## config.mk

```make
export PLATFORM = sky130hd
export DESIGN_NAME = ari_front
export DESIGN_NICKNAME = d
export VERILOG_FILES = /design/src/design/ari_pkg.sv /design/src/design/ari_front.sv
export SDC_FILE = /design/constraint.sdc
export NUM_CORES = 1
export LEC_CHECK = 0
export BUFFER_PORTS_ARGS = -buffer_cell sky130_fd_sc_hd__buf_2
export CAP_MARGIN = 20
export CORE_MARGIN = 8
export CORE_UTILIZATION = 35
export DETAILED_ROUTE_END_ITERATION = 16
export PLACE_DENSITY = 0.57
export SLEW_MARGIN = 20
export SYNTH_ARGS = -nofsm -noshare
export SYNTH_HDL_FRONTEND = slang
export SYNTH_SLANG_ARGS = --single-unit
```

## constraint.sdc

```tcl
create_clock -name aclk -period 10.32 [get_ports aclk]
set_clock_uncertainty 0.1 [all_clocks]
set_input_delay 1.548 -clock aclk [delete_from_list [all_inputs] [get_ports aclk]]
set_output_delay 1.548 -clock aclk [all_outputs]
set_load 0.02 [all_outputs]
```

## src/design/ari_pkg.sv

```systemverilog
// ----------------------------------------------------------------------------
// ari_pkg
// Shared types, codes and helpers for the axial radius interpolator.
// ----------------------------------------------------------------------------
package ari_pkg;

    localparam int DEF_MAX_NODES = 64;

    localparam logic FUNC_LOAD  = 1'b0;
    localparam logic FUNC_QUERY = 1'b1;

    localparam logic [1:0] STAT_OK       = 2'd0;
    localparam logic [1:0] STAT_ZERO_RAD = 2'd1;
    localparam logic [1:0] STAT_EQ_POS   = 2'd2;
    localparam logic [1:0] STAT_LOAD_ACK = 2'd3;

    localparam logic REG_NODE_COUNT = 1'b0;

    localparam logic [6:0] NODE_COUNT_RST = 7'd2;

    typedef struct packed {
        logic               is_query;
        logic [5:0]         entry_index;
        logic signed [31:0] node_position;
        logic signed [31:0] radius_value;
        logic signed [31:0] query_position;
    } item_t;

    // Clamp a wide signed value to the signed 32-bit range.
    function automatic logic signed [31:0] sat32(input logic signed [51:0] v);
        logic signed [31:0] r;
        if (v > 52'sh0007FFFFFFF) begin
            r = 32'sh7FFFFFFF;
        end else if (v < -52'sh00080000000) begin
            r = 32'sh80000000;
        end else begin
            r = v[31:0];
        end
        return r;
    endfunction

endpackage

```

## src/design/ari_front.sv

```systemverilog
// ----------------------------------------------------------------------------
// ari_front
// Accepts items, tags loads and queries, and holds them in a two-entry queue.
// ----------------------------------------------------------------------------
module ari_front (
    input  logic               aclk,
    input  logic               aresetn,
    input  logic               s_valid,
    output logic               s_ready,
    input  logic               s_func,
    input  logic [5:0]         s_entry_index,
    input  logic signed [31:0] s_node_position,
    input  logic signed [31:0] s_radius_value,
    input  logic signed [31:0] s_query_position,
    output logic               q_valid,
    input  logic               q_pop,
    output ari_pkg::item_t     q_item
);
    ari_pkg::item_t slot_reg [2];
    logic           wr_ptr_reg;
    logic           rd_ptr_reg;
    logic [1:0]     count_reg;
    logic           push;
    ari_pkg::item_t in_item;

    assign s_ready = (count_reg != 2'd2);
    assign push    = s_valid && s_ready;
    assign q_valid = (count_reg != 2'd0);
    assign q_item  = slot_reg[rd_ptr_reg];

    always_comb begin
        in_item.is_query       = (s_func == ari_pkg::FUNC_QUERY);
        in_item.entry_index    = s_entry_index;
        in_item.node_position  = s_node_position;
        in_item.radius_value   = s_radius_value;
        in_item.query_position = s_query_position;
    end

    always_ff @(posedge aclk) begin
        if (push) begin
            slot_reg[wr_ptr_reg] <= in_item;
        end
    end

    always_ff @(posedge aclk) begin
        if (!aresetn) begin
            wr_ptr_reg <= 1'b0;
            rd_ptr_reg <= 1'b0;
            count_reg  <= 2'd0;
        end else begin
            if (push) begin
                wr_ptr_reg <= !wr_ptr_reg;
            end
            if (q_pop) begin
                rd_ptr_reg <= !rd_ptr_reg;
            end
            count_reg <= count_reg + {1'b0, push} - {1'b0, q_pop};
        end
    end
endmodule

```

**Yosys cells after proc, flatten, opt, wreduce, memory -nomap -nowiden**

Memories as Yosys holds them, arrays and structs flattened. A register that Yosys moved wholly into a read port is not among the register bits.
Index checks and enable logic that the tools add are counted.

- Eq/ne operators: 1
- Add/sub/neg operators: 2
- Reduce and logical (&&, ||, !) cells: 4
- Mux-type cells: 4

Operators with widths:

| cell | number |
|---|---|
| 2-to-1 mux 1 bit | 4 |
| adder 2 x 1 -> 2 bit | 1 |
| zero test 1 bit | 2 |
| != test 2 bit (second input constant) | 1 |
| nonzero test 2 bit | 1 |
| subtractor 2 x 1 -> 2 bit | 1 |
| logical AND 1 bit | 1 |

- Output and inout bits: 105
- Memories kept: 1
- Bits in writable memories: 206
- Register bits after elaboration: 4
- Word-level logic and storage cells: 15
- Bits of input ports: 107

Memory list:

| memory | depth | bits a word | read ports | clocked after Yosys merged registers in | wr ports | RTL line | text |
|---|---|---|---|---|---|---|---|
| slot_reg | 2 | 103 | 1 | 1 | 1 | ari_front.sv:19 | `ari_pkg::item_t slot_reg [2];` |

**Depth between registers and ports, before layout**

- Depth in word-level cells: 4
- Gate-level depth with buffers: 7
- Mapped depth without buffers: 7

**Least setup slack after synthesis**

Ideal clock, no wire load.

- Path kind: input -> register
- From: input port s_valid
- To: memory slot_reg[1][0] (netlist bit) (enable)
- Setup time: 0.474 ns
- Arrival time: 3.981 ns
- Slack: 5.764 ns
- Required time: 9.746 ns
- Buffers on the path: 0
- Stages: 1
- Cell sequence: and3_1

- Word-level cells in the longest chain between the ends: 3

RTL lines:

| element | RTL line | text |
|---|---|---|
| from (decl) | ari_front.sv:8 | `input logic s_valid,` |
| logical AND 1 bit | ari_front.sv:27 | `assign push = s_valid && s_ready;` |
| 2-to-1 mux 1 bit | ari_front.sv:40 | `if (push) begin` |
| 2-to-1 mux 1 bit (implied by the code) | ari_front.sv:41 | `slot_reg[wr_ptr_reg] <= in_item;` |
| to (decl) | ari_front.sv:19 |  |

No other way between the ends.

==> summary.md <==
| Metric | Value |
|---|---|
| Clock Path Buffers | `3` |
| #FFs+latches synth | `~210` |
| Top FF cell, synth | `edfxtp_1` |
| Syn Inst Count | `~350` |
| H-tree Lvls | `1` |
| PwrDens | `216 nW/um^2` |
| Initial antenna violation count | `2` |
| Dpl hpwl | `between 10000 and 15000 um` |
| Iteration-0 DRC Markers | `roughly 180` |
| Req. time, crit path | `about 8.7 ns` |
| CP arrival | `between 2 and 3 ns` |
| Die area | `about 27000 sq um` |
| Run status | `completed` |
| Vias | `between 3000 and 4000` |
| Post-synth EDFFs | `slightly above 200` |
| Syn avg cell area | `22.2 sq um` |
| Sequential area share after synthesis | `about four fifths` |
| IO buf count | `approximately 210` |
| Commonest non-fill, non-tap cells in the layout | `buf_2 (211), edfxtp_1 (206), mux2_2 (103)` |
| Finished Layout Cells | `a little under 900` |
| Post-synth net total | `approximately 460` |
| Tmin final | `4.33 ns` |
| Share of cells above drive strength 1 | `59.6%` |
| Largest area contributor in the netlist | `edfxtp_1` |
| Post-synth cell types | `24` |
| Max FFs per register | `roughly 210` |
| Placer Congestion | `0.691` |
| Crit. End Element | `primary output` |
| Setup tns final | `0 ns` |
| Starting Density | `about 35%` |
| Synthesis-to-finish area growth | `26.6%` |
| P_leak | `approximately 3.6 nW` |
| Final wirelength | `between 15000 and 20000 um` |
| Drt pass-1 iters | `4` |
| Placement Rows | `54` |
| Placed cell area | `approximately 9000 sq um` |
| Final Setup Violations | `0` |
| Post-CTS Resized | `0` |
| Vias in the first global route | `~4400` |
| CORE AREA | `21800 sq um` |
| CTS Buf Count | `23` |
| Actual slew at the worst max-slew pin | `around 0.83 ns` |
| Via/cell ratio | `4.54` |
| Min-delay worst type | `flop to flop` |
| Max-Cap Viols | `0` |
| CTS sink count | `around 210` |
| Die H | `about 160 um` |
| Worst skew pair latency | `0.50 ns` |
| Worst VDD drop | `0.000146 V` |
| Placed insts | `about 830` |
| Grt total ovfl | `0` |
| Fin area | `approximately 10000 sq um` |
| Synth top area cells | `edfxtp_1 (80%), mux2_2 (15%), dfxtp_1 (1.3%), buf_6 (1.0%), and2_1 (0.24%)` |
| Remaining DRCs | `0` |
| Die X | `about 160 um` |
| Async S/R FF share, synth | `0%` |
| Layout Nets | `684` |
| Crit start category | `flop` |
| ANT nets after route | `0` |
| RSZ-0062 raised after global routing | `no` |
| Fmax achieved | `between 200 and 250 MHz` |
| Gr usage total | `a little under an eighth` |
| DR WL/cell | `roughly 18 um` |
| Slew HR | `44.5%` |
| Part of the cycle the worst path needs | `41.9%` |
| Syn Std Cell Area | `around 7700 sq um` |
| Most common cell after layout, fill and taps aside | `buf_2` |
| CTS Hold Bufs | `0` |
| Max Slew Vio Count | `0` |
| Number of diodes | `0` |
| # IOs | `roughly 210` |
| Ys Warns | `0` |
| Post-CTS Setup Bufs | `0` |
| Clock transition at the registers of the reported paths | `roughly 0.060 ns` |
| Share of the synthesized area in the top cell type | `approximately 80%` |
| CTS root buffer | `clkbuf_16` |
| Final Hold Violating Endpoints | `0` |
| Largest net degree at the start of global routing | `61` |
| Filler cells | `approximately 1900` |
| Max FO, Critical Path | `55` |
| CTS tree | `done` |
| CP Class | `flop to primary output` |
| First-pass GRT wire length | `23800 um` |
==> report_power, final <==
| group | total, W | internal (W) | leakage, nW | switching [W] |
|---|---|---|---|---|
| sequential | 0.00105 | 0.00103 | 1.97 | 0.0000236 |
| clock | 0.000773 | 0.000463 | 0.342 | 0.000310 |
| combinational | 0.000287 | 0.000110 | 1.31 | 0.000177 |
==> layout make-up <==
class / instances / area [sq um] / area share, %
inverter: 2 / 10.0 / 0.103
tap: 280 / 350 / 3.59
multi-input combinational: 124 / 1320 / 13.6
clock buffer: 32 / 609 / 6.24
clock inverter: 9 / 103 / 1.05
timing repair buffer: 214 / 1080 / 11.0
sequential: 211 / 6290 / 64.4
==> synth_stat cells (2+ instances only) <==
cell,number
edfxtp_1,206
mux2_2,103
buf_6,7
dfxtp_1,5
and2_1,3
buf_2,3
inv_1,2
nand2_1,2
nand3b_1,2
==> cell families after synthesis <==
family	after synthesis	synth area share, %
flops	211	81.5
compound gates	5	0.584
buf+inv	13	1.41
fa+ha+maj	1	0.162
simple gates	12	0.957
xor+xnor	2	0.227
mux	104	15.2
==> final timing paths <==
check	cells past startpoint	slack, ns	endpoint	startpoint
worst max register to register	3	7.78	slot_reg[1][12]$_DFFE_PP_	count_reg[0]$_SDFF_PN0_
worst min-delay path	2	0.48	flop	rd_ptr_reg$_SDFFE_PN0P_
worst min register to register	2	0.48	flop	rd_ptr_reg$_SDFFE_PN0P_
worst max-delay path	3	5.99	q_item[33]	flop
==> metal layers <==
layer  part of all wire [%]  vias to the layer above  wire length (um)  track usage (%)
li1                       -                     1838                 -                -
met1                     39                     1929              6270             12.7
met2                     48                      149              7600             18.9
met3                     11                       37              1720             4.96
met4                    2.4                        4               385             3.60
met5                   0.14                        -                23                0
==> worst max-delay path: stages, from the launching register on <==
cell,delay [ns]
dfxtp_4,0.77
buf_4,0.69
mux2_2,0.44
buf_2,0.17
==> through the flow <==
stage	hold slack [ns]	setup WS [ns]	util (%)	total power, W
final	0.478	5.99	44.9	0.00211
after global placement	0.459	6.51	41.6	0.00136
after floorplan	0.429	5.76	-	0.00126
after detailed placement	0.464	6.48	41.6	0.00136
after global routing	0.514	5.86	44.9	0.00219
after CTS	0.494	5.94	44.9	0.00215
No activity file was read; power rests on OpenSTA's default activity.
